===== src/rtl/core/srds_pkg.sv =====
// shared types and constants of the shortest-remaining download scheduler
package srds_pkg;

	localparam int QUEUE_DEPTH = 16;
	localparam int OCC_W = $clog2(QUEUE_DEPTH + 1);
	localparam int BUDGET_W = 48;

	localparam logic CMD_ADD = 1'b0;
	localparam logic CMD_WAIT = 1'b1;

	localparam logic [1:0] KIND_ADDED = 2'd0;
	localparam logic [1:0] KIND_REJECTED = 2'd1;
	localparam logic [1:0] KIND_COMPLETED = 2'd2;
	localparam logic [1:0] KIND_WAIT_DONE = 2'd3;

	typedef struct packed {
		logic                is_wait;
		logic [7:0]          id;
		logic [31:0]         size;
		logic [31:0]         left;
		logic [BUDGET_W-1:0] budget;
	} cmd_t;

	typedef enum logic {
		BK_IDLE,
		BK_DRAIN
	} back_state_t;

endpackage


===== src/rtl/core/srds_front.sv =====
// front end: takes items, forms remaining bytes and budget, queues commands
module srds_front (
	input  logic                clk,
	input  logic                arst_n,
	input  logic                cfg_valid,
	input  logic [31:0]         cfg_data,
	input  logic                in_valid,
	output logic                in_ready,
	input  logic                cmd,
	input  logic [7:0]          transfer_id,
	input  logic [31:0]         total_bytes,
	input  logic [31:0]         done_bytes,
	input  logic [15:0]         seconds,
	output logic                cq_valid,
	input  logic                cq_ready,
	output srds_pkg::cmd_t      cq_data
);

	logic [31:0] bandwidth_q;
	srds_pkg::cmd_t fifo_q [2];
	logic wr_ptr_q, rd_ptr_q;
	logic [1:0] count_q;
	srds_pkg::cmd_t entry;
	logic push, pop;

	assign in_ready = (count_q != 2'd2);
	assign push = in_valid && in_ready;
	assign pop = cq_valid && cq_ready;
	assign cq_valid = (count_q != 2'd0);
	assign cq_data = fifo_q[rd_ptr_q];

	always_comb begin
		entry.is_wait = cmd;
		entry.id = transfer_id;
		entry.size = total_bytes;
		// saturate at zero when more is done than the total
		entry.left = (done_bytes > total_bytes) ? 32'd0 : (total_bytes - done_bytes);
		entry.budget = bandwidth_q * seconds;
	end

	always_ff @(posedge clk or negedge arst_n) begin
		if (!arst_n) begin
			bandwidth_q <= 32'd0;
			wr_ptr_q <= 1'b0;
			rd_ptr_q <= 1'b0;
			count_q <= 2'd0;
		end else begin
			if (cfg_valid) begin
				bandwidth_q <= cfg_data;
			end
			if (push) begin
				wr_ptr_q <= ~wr_ptr_q;
			end
			if (pop) begin
				rd_ptr_q <= ~rd_ptr_q;
			end
			count_q <= count_q + {1'b0, push} - {1'b0, pop};
		end
	end

	always_ff @(posedge clk) begin
		if (push) begin
			fifo_q[wr_ptr_q] <= entry;
		end
	end

endmodule


===== config.mk =====
export PLATFORM = sky130hd
export DESIGN_NAME = srds_front
export DESIGN_NICKNAME = d
export VERILOG_FILES = /design/src/rtl/core/srds_pkg.sv /design/src/rtl/core/srds_front.sv
export SDC_FILE = /design/constraint.sdc
export NUM_CORES = 2
export LEC_CHECK = 0
export BUFFER_PORTS_ARGS = -buffer_cell sky130_fd_sc_hd__buf_2
export CAP_MARGIN = 30
export CORE_AREA = 2 2 216 218
export DETAILED_ROUTE_END_ITERATION = 12
export DIE_AREA = 0 0 218 220
export PLACE_DENSITY_LB_ADDON = 0.1
export SLEW_MARGIN = 20
export SYNTH_ARGS = -nofsm -noshare
export SYNTH_HDL_FRONTEND = slang
export SYNTH_SLANG_ARGS = --single-unit

===== constraint.sdc =====
create_clock -name clk -period 7 [get_ports clk]
set_input_delay 0.7 -clock clk [delete_from_list [all_inputs] [get_ports clk]]
set_output_delay 0.7 -clock clk [all_outputs]
set_load 0.02 [all_outputs]

After elaboration in Yosys (flattened, before gate mapping). Memory sizes are Yosys's and may differ from the RTL's. Cells that the tools add are included.

Output and inout port bits: 123. Bits in writable memories: 242. Memories: 1. Input port bits: 126. Word-level logic and storage cells: 19. Bits in registers: 36.

Magnitude comparators: 1. Bitwise operators: 2. Muxes and demuxes: 3. Add/sub/neg operators: 3. Reduce and logical (&&, ||, !) cells: 3. Equal/unequal tests: 1. Multipliers: 1.

Memory list: fifo_q (depth 2, bits a word 121, rd ports 1, clocked after Yosys merged registers in 0, write ports 1, line srds_front.sv:20) `srds_pkg::cmd_t fifo_q [2];`.

Operators with widths (number): multiplier 32 x 16 -> 48 bit (1); > comparator 32 bit (1); two-way mux 32 bit (1); subtractor 32 bit (1); adder 2 x 1 -> 2 bit (1); logical AND 1 bit (2); two-way mux 1 bit (2); inequality test 2 bit, second input constant (1); NOT 1 bit (2); nonzero test 2 bit (1); subtractor 2 x 1 -> 2 bit (1).

Longest topological paths before layout.
Depth after elaboration: 4. Depth in mapped cells: 25.

Least setup slack after synthesis. OpenSTA, ideal clock, no wires.

Kind: in2reg. Start point: input seconds[1]. End point: memory fifo_q[0][41] (netlist name), data pin. Data arrival time: 6.206 ns. Slack: 0.530 ns. Required time: 6.736 ns. Stages on the path: 22. Library setup time: 0.264 ns. Path through: clkbuf_1 nand2_1 fa_1 fa_1 fa_1 inv_1 fa_1 fa_1 inv_1 fa_1 inv_1 ha_1 buf_4 nand2_2 nor4b_2 a211oi_2 a2111o_1 a21o_1 o31a_1 o21ai_2 a221oi_2 xnor2_1.

RTL lines: from (decl) (line srds_front.sv:13) `input logic [15:0] seconds,`; to (decl) (line srds_front.sv:20).

==> run summary <==
## Logic synthesis
• proportion of register bits with asynchronous set or reset after synthesis: 0.129
• cell area after synthesis: 0.0279 mm2
• Syn Area/Cell: 10.8 um2
• Gate Count Post-Synth: 2,584
• most area-consuming cells after synthesis: fa_1 30%, edfxtp_1 26%, ha_1 6.9%
• library cell with the largest summed area after synthesis: fa_1
• fraction of post-synthesis cell area in the top cell type by area: 0.300
• fraction of the yosys area taken by sequential cells: 0.292
• flop and latch count out of synthesis: 278
• Warnings, synthesis: 0
• number of flops mapped to enable cells by yosys: 242
• Most used DFF post-synth: edfxtp_1
• distinct cell type count after synthesis: 65
• number of nets produced by synthesis: 3,283

## Final layout
• multi-input logic area: 0.0175 mm2
• layout overhead on the synthesized area: 11.2%
• count of antenna diodes in the layout: 0
• Filler Cell Count: 3,497
• share of final-layout standard cells stronger than drive strength 1: 0.191
• FF+latch area: 0.00818 mm2
• final core area utilization: 0.677
• final-stage net count: 3,507

## Clocking
• clock latency of the later-clocked register in the worst-skew pair: 0.58 ns
• number of H-tree branching levels: 1
• TritonCTS Sinks: 278
• TritonCTS clock tree: done
• total clock buffers created by CTS: 30
• number of setup buffers added after CTS: 0
• number of buffers on the longest clock path: 3
• library cell used as clock root buffer: clkbuf_16
• clock transition time at the flip-flop clock pins of the worst setup and hold paths: 0.06 ns

## Global routing
• total congestion overflow: 0
• number of global-route vias before repair: 20,000
• GR Util All Layers: 0.279
• pin count of the biggest net entering global routing: 86
• initial antenna violation count: 2
• wire length of the first global-routing pass: 105 mm

## Floorplanning
• area of the die: 0.0480 mm2
• Std-Cell Rows: 79
• x dimension of the die: 218 um
• vertical extent of the die: 220 um
• I/O pin count: 249
• starting density of the core: 0.609
• floorplan core area: 0.0459 mm2

## Hold path
• Hold Startpoint: total_bytes[26]
• worst hold-check path type: in -> reg

## Route
• Via-to-Cell Ratio: 5.48
• final routed DRC violation total: 0
• wire per inst: 18.8 um
• length of the first detailed-routing pass in iterations: 5
• antenna viol nets, final: 0
• number of vias in the routed layout: 18,800
• wire length after detailed routing: 64.8 mm
• Initial DRC Count: 1,088

## STA
• final critical delay including setup and external delays: 6.66 ns
• highest clock frequency the design can meet: 150 MHz
• final setup violation count: 0
• share of the cycle needed by the critical path after routing: 0.951
• count of endpoints failing hold in the final timing report: 0
• worst hold slack: 0.327 ns
• setup clock skew after layout: 0.0207 ns
• final total negative setup slack: 0 ns
• Slew HR: 0.379
• transition time at the pin with the least slew margin: 0.931 ns
• crit path setup slack, layout: 0.341 ns
• fin. max-slew vios: 0
• RSZ-0062 raised after global routing: no

## Place
• Post-Place Setup Slack: -0.0120 ns
• input/output buffers: 248
• post-DP HPWL: 51.3 mm
• final estimated routing congestion in global placement: 0.928

## Critical path
• CP max FO: 17
• timing startpoint of the critical path: bandwidth_q[26]
• origin of the critical flop-to-flop path: bandwidth_q[26]
• Worst Path Arrival: 6.98 ns
• Critical Path End Type: register
• required time reported for the critical path endpoint: 7.32 ns
• critical path start-end classification: reg -> reg
• Startpoint Class: register

## Flow run
• maxcap violations: 0

## Outcome
• run status: complete, no violations

[cells in the mapped netlist (all sizes together), types with 2 or more instances]
library cell	instances
a2111oi	2
a211o	2
a211oi	10
a21boi	2
a21o	39
a21oi	73
a221oi	3
a2bb2oi	2
a31oi	11
and2	210
and3	6
and4	5
buf	17
clkbuf	102
dfrtp	36
edfxtp	242
fa	419
ha	154
inv	473
mux2	153
nand2	349
nand2b	6
nand3	12
nand4	13
nor2	49
nor2b	10
nor3	5
nor3b	2
o211ai	8
o21a	9
o21ai	45
o21bai	12
o221ai	2
o31a	3
o31ai	4
or2	4
xnor2	52
xor2	24
[flip-flops by register name, indices dropped and copies added, names as in the netlist]
register     flops
count_q          2
fifo_q         242
rd_ptr_q         1
wr_ptr_q         1
bandwidth_q     32
[per-layer routing]
layer  track usage  vias up  part of all wire
met5             0        -                 0
met4        0.0626        0             0.020
met3        0.0558       99             0.088
met2         0.450      715              0.46
met1         0.394     9433              0.43
li1              -     8601                 -
[cells in the final DEF, fill, tap and decap left out, types with 5 or more instances in the layout]
cell type  Yosys  final
inv_1        473    473
fa_1         419    419
nand2_1      347    347
buf_2          6    248
edfxtp_1     242    242
and2_1       209    209
ha_1         154    154
mux2_2       153    153
a21oi_1       73     73
xnor2_1       52     52
buf_4          2     52
nor2_1        49     48
o21ai_0       40     40
a21o_1        39     39
clkbuf_16      0     31
dfrtp_1       36     27
xor2_1        24     24
nand4_1       13     13
nand3_1       12     12
o21bai_1      12     12
nor2b_1       10     10
a31oi_1       10     10
a211oi_1       9      9
clkbuf_1     102      9
buf_12         0      9
o21a_1         8      8
dfrtp_2        0      8
o211ai_1       6      6
nand2b_1       6      6
nor3_1         5      5
and3_1         6      5
and4_1         5      5
[final cells by class]
class | instances | area share
tap | 607 | 0.0245
clock buffer | 41 | 0.0265
timing repair buffer | 311 | 0.0592
inverter | 473 | 0.0572
clock inverter | 14 | 0.00451
multi-input combinational | 1714 | 0.565
sequential | 278 | 0.263
[final timing paths]
kind,end,slack (ns),cells past startpoint
hold reg to reg,count_q[1],0.54,1
hold / removal,fifo_q[0][106],0.33,1
min in group asynchronous,bandwidth_q[19],0.52,2
max in group asynchronous,rd_ptr_q,5.99,3
setup / recovery,fifo_q[1][45],0.34,22
setup reg to reg,fifo_q[1][45],0.34,22
[repair_timing]
action | in CTS | in global routing
hold buffers | 0 | 1
endpoints found under the hold margin | 0 | 8
setup endpoints to repair | 0 | 12
resized for setup | 0 | 8
[critical path, stage by stage (launching register included)]
cell and delay (ns):
dfrtp_1 0.86, nand2_1 0.19, fa_1 0.57, inv_1 0.05, fa_1 0.47, inv_1 0.05
fa_1 0.50, inv_1 0.06, fa_1 0.49, fa_1 0.49, inv_1 0.05, fa_1 0.47
inv_1 0.04, ha_1 0.37, a21oi_1 0.18, inv_1 0.07, a31oi_1 0.17, o21ai_0 0.12
a311oi_2 0.40, o21ai_2 0.12, a31oi_2 0.29, nor4bb_1 0.10, a211o_1 0.29
[metrics by stage]
step                      std cells  instance area [um2]
after global placement         3378                30000
final                          3438                31000
after global routing           3438                31000
after CTS                      3435                31000
after floorplan                2584                27900
after detailed placement       3380                30000
[logic make-up (layout without fill, tap and decap cells)]
family                   after synthesis  count (layout)  share of synthesized area
AO/OA/AOI/OAI                        236             236                     0.0562
XOR/XNOR                              76              76                     0.0238
adder cells (fa/ha/maj)              573             573                      0.369
buffers and inverters                592             839                     0.0801
flip-flops                           278             278                      0.292
multiplexers                         153             153                     0.0617
AND/OR/NAND/NOR                      676             676                      0.116
Power is left out: the tool's default activity adds up to more than one toggle a clock period on the data nets, which glitch-free logic cannot reach.
