**src/rtl/core/srds_pkg.sv**
```systemverilog
// shared types and constants of the shortest-remaining download scheduler
package srds_pkg;

	localparam int QUEUE_DEPTH = 16;
	localparam int OCC_W = $clog2(QUEUE_DEPTH + 1);
	localparam int BUDGET_W = 48;

	localparam logic CMD_ADD = 1'b0;
	localparam logic CMD_WAIT = 1'b1;

	localparam logic [1:0] KIND_ADDED = 2'd0;
	localparam logic [1:0] KIND_REJECTED = 2'd1;
	localparam logic [1:0] KIND_COMPLETED = 2'd2;
	localparam logic [1:0] KIND_WAIT_DONE = 2'd3;

	typedef struct packed {
		logic                is_wait;
		logic [7:0]          id;
		logic [31:0]         size;
		logic [31:0]         left;
		logic [BUDGET_W-1:0] budget;
	} cmd_t;

	typedef enum logic {
		BK_IDLE,
		BK_DRAIN
	} back_state_t;

endpackage

```
**src/rtl/core/srds_back.sv**
```systemverilog
// back end: sorted transfer queue, wait drain and result register
module srds_back (
	input  logic           clk,
	input  logic           arst_n,
	input  logic           cq_valid,
	output logic           cq_ready,
	input  srds_pkg::cmd_t cq_data,
	output logic           out_valid,
	input  logic           out_ready,
	output logic [1:0]     kind,
	output logic [7:0]     done_id,
	output logic [31:0]    done_size,
	output logic [4:0]     pending,
	output logic           last
);

	localparam int D = srds_pkg::QUEUE_DEPTH;
	localparam int OW = srds_pkg::OCC_W;

	srds_pkg::back_state_t state_q, state_d;
	logic [7:0]  slot_id_q   [D];
	logic [31:0] slot_size_q [D];
	logic [31:0] slot_left_q [D];
	logic [OW-1:0] occ_q;
	logic [srds_pkg::BUDGET_W-1:0] budget_q;

	logic out_valid_q;
	logic [1:0] kind_q;
	logic [7:0] id_q;
	logic [31:0] size_q;
	logic [OW-1:0] pend_q;
	logic last_q;

	logic out_free, full, empty;
	logic [D-1:0] ins_ahead;
	logic [srds_pkg::BUDGET_W-1:0] head_left;
	logic head_covers;
	logic [31:0] head_rest;

	// control decoded in the output block
	logic do_insert, do_load, do_pop, do_trim, emit, emit_last;
	logic [1:0] emit_kind;
	logic [7:0] emit_id;
	logic [31:0] emit_size;
	logic [OW-1:0] emit_pend;
	logic [OW+4:0] pend_ext;

	assign out_free = !out_valid_q || out_ready;
	assign full = (occ_q >= OW'(D));
	assign empty = (occ_q == '0);
	assign head_left = {{(srds_pkg::BUDGET_W-32){1'b0}}, slot_left_q[0]};
	assign head_covers = (head_left >= budget_q);
	assign head_rest = slot_left_q[0] - budget_q[31:0];

	always_comb begin
		for (int j = 0; j < D; j++) begin
			ins_ahead[j] = (OW'(j) < occ_q) && (cq_data.left > slot_left_q[j]);
		end
	end

	always_comb begin
		state_d = state_q;
		case (state_q)
			srds_pkg::BK_IDLE: begin
				if (cq_valid && out_free && cq_data.is_wait == srds_pkg::CMD_WAIT) begin
					state_d = srds_pkg::BK_DRAIN;
				end
			end
			srds_pkg::BK_DRAIN: begin
				if (out_free && (budget_q == '0 || empty)) begin
					state_d = srds_pkg::BK_IDLE;
				end
			end
			default: state_d = srds_pkg::BK_IDLE;
		endcase
	end

	always_comb begin
		cq_ready = 1'b0;
		do_insert = 1'b0;
		do_load = 1'b0;
		do_pop = 1'b0;
		do_trim = 1'b0;
		emit = 1'b0;
		emit_last = 1'b0;
		emit_kind = srds_pkg::KIND_ADDED;
		emit_id = cq_data.id;
		emit_size = cq_data.size;
		emit_pend = occ_q;
		case (state_q)
			srds_pkg::BK_IDLE: begin
				if (out_free) begin
					cq_ready = 1'b1;
					if (cq_valid && cq_data.is_wait == srds_pkg::CMD_WAIT) begin
						do_load = 1'b1;
					end else if (cq_valid) begin
						emit = 1'b1;
						emit_last = 1'b1;
						if (full) begin
							emit_kind = srds_pkg::KIND_REJECTED;
						end else begin
							do_insert = 1'b1;
							emit_pend = occ_q + 1'b1;
						end
					end
				end
			end
			srds_pkg::BK_DRAIN: begin
				emit_id = slot_id_q[0];
				emit_size = slot_size_q[0];
				if (out_free) begin
					if (budget_q == '0 || empty) begin
						emit = 1'b1;
						emit_last = 1'b1;
						emit_kind = srds_pkg::KIND_WAIT_DONE;
						emit_id = 8'd0;
						emit_size = 32'd0;
					end else if (head_covers && head_rest != 32'd0) begin
						// head only partly served, budget used up
						do_trim = 1'b1;
					end else begin
						do_pop = 1'b1;
						emit = 1'b1;
						emit_kind = srds_pkg::KIND_COMPLETED;
						emit_pend = occ_q - 1'b1;
					end
				end
			end
			default: ;
		endcase
	end

	always_ff @(posedge clk or negedge arst_n) begin
		if (!arst_n) begin
			state_q <= srds_pkg::BK_IDLE;
			occ_q <= '0;
			out_valid_q <= 1'b0;
		end else begin
			state_q <= state_d;
			if (do_insert) begin
				occ_q <= occ_q + 1'b1;
			end else if (do_pop) begin
				occ_q <= occ_q - 1'b1;
			end
			if (emit) begin
				out_valid_q <= 1'b1;
			end else if (out_ready) begin
				out_valid_q <= 1'b0;
			end
		end
	end

	always_ff @(posedge clk) begin
		if (emit) begin
			kind_q <= emit_kind;
			id_q <= emit_id;
			size_q <= emit_size;
			pend_q <= emit_pend;
			last_q <= emit_last;
		end
		if (do_load) begin
			budget_q <= cq_data.budget;
		end else if (do_trim) begin
			budget_q <= '0;
		end else if (do_pop) begin
			budget_q <= head_covers ? '0 : (budget_q - head_left);
		end
		if (do_trim) begin
			slot_left_q[0] <= head_rest;
		end
		for (int j = 0; j < D; j++) begin
			if (do_insert && !ins_ahead[j]) begin
				if (j == 0 || ins_ahead[(j == 0) ? 0 : j-1]) begin
					slot_id_q[j] <= cq_data.id;
					slot_size_q[j] <= cq_data.size;
					slot_left_q[j] <= cq_data.left;
				end else begin
					slot_id_q[j] <= slot_id_q[(j == 0) ? 0 : j-1];
					slot_size_q[j] <= slot_size_q[(j == 0) ? 0 : j-1];
					slot_left_q[j] <= slot_left_q[(j == 0) ? 0 : j-1];
				end
			end else if (do_pop && j < D-1) begin
				slot_id_q[j] <= slot_id_q[(j < D-1) ? j+1 : j];
				slot_size_q[j] <= slot_size_q[(j < D-1) ? j+1 : j];
				slot_left_q[j] <= slot_left_q[(j < D-1) ? j+1 : j];
			end
		end
	end

	assign pend_ext = {5'd0, pend_q};
	assign out_valid = out_valid_q;
	assign kind = kind_q;
	assign done_id = id_q;
	assign done_size = size_q;
	assign pending = pend_ext[4:0];
	assign last = last_q;

endmodule

```
**config.mk**
```make
export PLATFORM = sky130hd
export DESIGN_NAME = srds_back
export DESIGN_NICKNAME = d
export VERILOG_FILES = /design/src/rtl/core/srds_pkg.sv /design/src/rtl/core/srds_back.sv
export SDC_FILE = /design/constraint.sdc
export NUM_CORES = 2
export LEC_CHECK = 0
export CAP_MARGIN = 20
export CORE_MARGIN = 10
export CORE_UTILIZATION = 60
export DETAILED_ROUTE_END_ITERATION = 10
export DONT_BUFFER_PORTS = 1
export HOLD_SLACK_MARGIN = 0.12
export PLACE_DENSITY = 0.81
export SYNTH_ARGS = -nofsm -noshare
export SYNTH_HDL_FRONTEND = slang
export SYNTH_SLANG_ARGS = --single-unit
```
**constraint.sdc**
```tcl
create_clock -name clk -period 15.2 [get_ports clk]
set_input_delay 2.28 -clock clk [delete_from_list [all_inputs] [get_ports clk]]
set_output_delay 2.28 -clock clk [all_outputs]
set_load 0.01 [all_outputs]
```
## After elaboration in Yosys (flattened, before gate mapping)

Memory sizes are Yosys's and may differ from the RTL's.
Cells that the tools add are included.

- Add/sub/neg operators: 4
- Multipliers: 0
- Divide/modulo/power cells: 0
- $lt $le $gt $ge: 34
- Eq/ne operators: 0
- Shift operators: 0
- Muxes and demuxes: 276
- Bitwise operators: 92
- Reductions and logical operators: 62

Operators by type and width:

| operator | count |
|---|---|
| 32-bit two-way mux | 64 |
| 32-bit greater-than comparator | 16 |
| 8-bit two-way mux | 33 |
| 48-bit two-way mux | 4 |
| 1-bit two-way mux | 158 |
| 1-bit bitwise OR | 91 |
| 32-bit by 48-bit >= comparator with 1-bit output | 1 |
| 48-bit logical NOT | 1 |
| 48-bit by 32-bit subtractor with 48-bit output | 1 |
| 5-bit two-way mux | 9 |
| 4-bit by 5-bit < comparator with 1-bit output (first input constant) | 8 |
| 1-bit logical AND | 37 |
| 32-bit nonzero test | 1 |
| 32-bit subtractor | 1 |
| 3-bit by 5-bit < comparator with 1-bit output (first input constant) | 4 |
| 1-bit logical NOT | 17 |
| 1-bit by 5-bit < comparator with 1-bit output (first input constant) | 2 |
| 2-bit by 5-bit < comparator with 1-bit output (first input constant) | 2 |
| 5-bit case mux with 2 select lines | 1 |
| 2-bit two-way mux | 3 |
| 1-bit case mux with 2 select lines | 3 |
| 5-bit by 1-bit adder with 5-bit output (second input constant) | 1 |
| 5-bit >= comparator (second input constant) | 1 |
| 5-bit logical NOT | 1 |
| other kinds (6) | 8 |

- Register bits: 103
- Bits in latches: 0
- RAM bits: 1152
- ROM bits: 0
- Input port bits: 125
- Output and inout port bits: 50
- Logic and storage cells: 480
- Memories kept: 3

Memory list:

| name | words | bits a word | rd ports | clocked after Yosys merged registers in | write ports | line | text |
|---|---|---|---|---|---|---|---|
| slot_left_q | 16 | 32 | 16 | 0 | 16 | srds_back.sv:23 | `logic [31:0] slot_left_q [D];` |
| slot_size_q | 16 | 32 | 16 | 0 | 16 | srds_back.sv:22 | `logic [31:0] slot_size_q [D];` |
| slot_id_q | 16 | 8 | 16 | 0 | 16 | srds_back.sv:21 | `logic [7:0] slot_id_q [D];` |

## Depth between registers and ports, before layout

An unclocked memory read counts as a cell.

- Depth after elaboration: 12
- Depth in mapped cells: 20
- Depth with buffers taken out: 15

## Worst setup path after synthesis

OpenSTA, ideal clock, no wires.

- Kind: input -> register
- Start point: in cq_data[48] in the netlist's numbering
- End point: mem slot_id_q[4][0] (netlist: slot_id_q[0][32]) (enable)
- Library setup time: 602 ps
- Data arrival time: 9267 ps
- Data required time: 14598 ps
- Slack: 5331 ps
- Stages on the path: 13
- Path buffers: 2
- Cell sequence: clkbuf_1 -> inv_1 -> ha_1 -> nor2b_1 -> o21ai_0 -> a21oi_1 -> nor3_1 -> o31a_1 -> o21ai_0 -> a221oi_1 -> a211oi_1 -> clkbuf_1 -> o21ai_0

RTL lines:

| element | line | text |
|---|---|---|
| from (decl) | srds_back.sv:7 | `input srds_pkg::cmd_t cq_data,` |
| to (decl) | srds_back.sv:21 |  |

==> metrics.md <==
| Metric | Value |
|---|---|
| Status | complete, no violations |
| Worst Skew | 0.0459 ns |
| Die Height | 386 µm |
| Netlist cell types | 85 |
| Inserted Clock Buffers | 143 |
| Main combinational cell family by area after synthesis | compound AO/OA/AOI/OAI gates |
| Post-synth ARST share | 0.558% |
| Adder-Cell Fraction of Synth Area | 8.59% |
| Syn. warnings | 0 |
| Count of pins over their slew limit | 0 |
| Io pins | 175 |
| WL per Instance | 26.5 µm |
| CTS-repair resized insts | 0 |
| Max frequency | 119 MHz |
| Cells after DPL | 9,105 |
| Biggest area consumer among synthesized cells | edfxtp_1 |
| Final Cell Area | 0.0855 mm² |
| Core area | 0.133 mm² |
| Hold buffers post-CTS | 0 |
| Num rows | 134 |
| Die area | 0.149 mm² |
| Synth Area in Compound Gates | 13.5% |
| Pre-Repair DR Iteration Count | 7 |
| Largest net degree at the start of global routing | 227 |
| Minimum clock period | 8.40 ns |
| Fin. Hold Viols | 0 |
| Setup Crit Path Kind | reg -> reg |
| CP Capture Type | register |
| EDFF count, synth | 1,248 |
| Hold Crit Class | reg -> reg |
| LEAKAGE | 32.4 nW |
| Via count | 65,315 |
| Dpl hpwl | 156,000 µm |
| Slew HR | 17.3% |
| Commonest non-fill, non-tap cell in the layout | edfxtp_1 |
| Port Buffers | 0 |
| Final net count | 8,157 |
| Post-route setup TNS | 0 ns |
| Fillcell total | 10,305 |
| Mux contribution to synthesized area | 12.8% |
| Peak supply drop | 0.000290 V |
| Synth Area in Simple Gates | 11.6% |
| Share of the synthesized area in the top cell type | 46.7% |
| Number of global-route vias before repair | 63,522 |
| Main flop type after synthesis | edfxtp_1 |
| Total congestion overflow | 0 |
| DRC Markers | 0 |
| Vias per cell | 6.98 |
| Die width | 386 µm |
| CP Max Fanout | 214 |
| Post-Synth XOR/XNOR Area | 0.634% |
| # H-tree levels | 4 |
| Non-filler cells, final | 9,364 |
| Fin crit share | 55.3% |
| Starting Density | 60.2% |
| Max-Cap Viols | 0 |
| Clk Latency, worst-skew pair | 0.82 ns |
| Routability congestion estimate | 0.977 |
| Worst R2R Setup Slack | 6.80 ns |
| Sequential fraction of the synthesis area | 47.0% |
| 1st-iter DRT viols | 9,822 |
| Final setup fails | 0 |
| CTS tree | done |
| Worst endpoint required time | 15.86 ns |
| Dpl ws | 7.04 ns |
| First-pass GRT wire length | 377,000 µm |
| Crit start category | register |
| Total GRT Usage | 32.2% |
| Initial antenna violation count | 9 |
| Top post-synthesis cells by area | edfxtp_1 47%, mux2i_1 12%, ha_1 8.5% |
| Fraction of layout cells with a size suffix above 1 | 5.24% |
| Synthesized cell area | 0.0802 mm² |
| Layout Area Growth over Synthesis | 6.66% |
| Placed inst area | 0.0808 mm² |
| RSZ-0062 raised after global routing | false |
| Setup Fix Bufs, Post-CTS | 0 |
| Drt total wl | 248,000 µm |
| Deepest clock path buffer count | 3 |
| Yosys reg bits | 1,255 |
| Clock root cell | clkbuf_16 |
| Final ANT Viol Nets | 0 |
| PD cells | 253 mW/mm² |
| Final worst slack | 6.80 ns |
| Mean post-synth cell area | 10.2 µm² |
| CTS sink count | 1,255 |
| Commonest non-fill, non-tap cells in the layout | 1,248 x edfxtp_1, 1,056 x nand3_1, 982 x mux2i_1 |
| Cells after synthesis | 7,867 |
| Post-synth net total | 8,541 |
| Crit path arrival time | 9.06 ns |
| Worst-path clk slew | 0.07 ns |
| Least-Margin Pin Slew | 1.24 ns |
-- worst max-delay path, stage by stage, from the launching register on --
cell	delay, ns
edfxtp_1	0.45
inv_1	0.08
ha_1	0.47
a21oi_1	0.55
o21ai_1	0.24
nor2_1	0.38
a21oi_2	0.12
o311ai_0	0.76
o21ai_0	0.20
or4_1	0.49
nor4_2	0.43
a21o_4	0.59
buf_12	0.59
buf_4	0.83
buf_4	0.74
buf_4	0.77
nand3_1	0.19
o21ai_1	0.13
-- synthesized netlist by cell type (16+ instances only) --
cell      count
nand4_1     113
clkbuf_1    426
or2_2        17
a21oi_1     259
o221ai_1     28
o211ai_1     16
buf_4        22
clkbuf_2     28
o31ai_1      30
nand3_1    1056
xnor2_1      37
o21a_1       39
nor4_1       33
xor2_1       21
mux2_2       38
or3_1        21
a21o_1       94
buf_1        24
mux2i_1     982
edfxtp_1   1248
nand2b_1     22
inv_1       562
nor3_1      105
o21ai_1     604
a22o_1       17
a31oi_1      23
nor2_1      135
buf_2       111
o21ai_0     702
a211oi_1     22
nor2b_1      56
ha_1        547
nand2_1     251
-- through the flow --
stage               hold slack (ns)  utilization [%]  power (mW)
floorplan                     0.515                -        14.7
global placement              0.519             60.7        17.3
detailed placement            0.532             60.7        17.7
CTS                           0.522             64.2        21.3
global route                  0.574             64.2        22.7
finish                        0.526             64.2        21.6
-- area by class of cell --
type / count / area, µm² / area share (%)
multi-input cells: 5431 / 38100 / 44.5
flip-flops and latches: 1255 / 37700 / 44.0
clock buffers: 173 / 3720 / 4.35
well taps: 1768 / 2210 / 2.59
inverters: 562 / 2110 / 2.47
clock inverters: 81 / 968 / 1.13
repair buffers: 90 / 761 / 0.890
diodes: 4 / 10.0 / 0.0117
-- sequential cells by signal (all words and copies together), names as in the netlist --
name         flops
pending          5
budget_q        48
occ_q            5
kind             2
last             1
slot_size_q    512
state_q          1
done_size       32
out_valid        1
slot_left_q    512
done_id          8
slot_id_q      128
-- cells by family (layout without fill, tap and decap cells) --
kind of cell    Yosys count  in the layout
compound gates         1942           1942
xor+xnor                 58             58
fa+ha+maj               549            549
buf+inv                1181            906
flops                  1255           1255
mux                    1022           1022
other cells               0              4
simple gates           1860           1860
-- path summary, 6_finish.rpt --
check                                           startpoint                             to  cells after the start
worst max-delay path                budget_q[13]$_DFFE_PP_  slot_size_q[0][102]$_DFFE_PP_                     17
worst min-delay path            slot_id_q[1][56]$_DFFE_PP_     slot_id_q[1][48]$_DFFE_PP_                      2
worst max register to register      budget_q[13]$_DFFE_PP_  slot_size_q[0][102]$_DFFE_PP_                     17
worst min register to register  slot_id_q[1][56]$_DFFE_PP_     slot_id_q[1][48]$_DFFE_PP_                      2
max in group asynchronous                           arst_n              state_q$_DFF_PN0_                      0
min in group asynchronous                           arst_n           occ_q[4]$_DFFE_PN0P_                      0
-- layer usage --
metal  global-route usage (%)  vias to the layer above  part of all wire (%)
met1                     44.6                    31930                    40
li1                         -                    28509                     -
met4                     12.3                        8                   3.9
met5                        0                        -                 0.033
met3                     7.83                      666                    12
met2                     48.9                     4202                    45
-- where the power goes --
part | internal [mW] | leakage, nW | total [mW] | switching [mW]
Clock | 2.02 | 2.27 | 3.55 | 1.53
Combinational | 3.26 | 18.0 | 9.87 | 6.61
Sequential | 6.83 | 12.2 | 8.20 | 1.37
(Power assumes the default switching activity.)
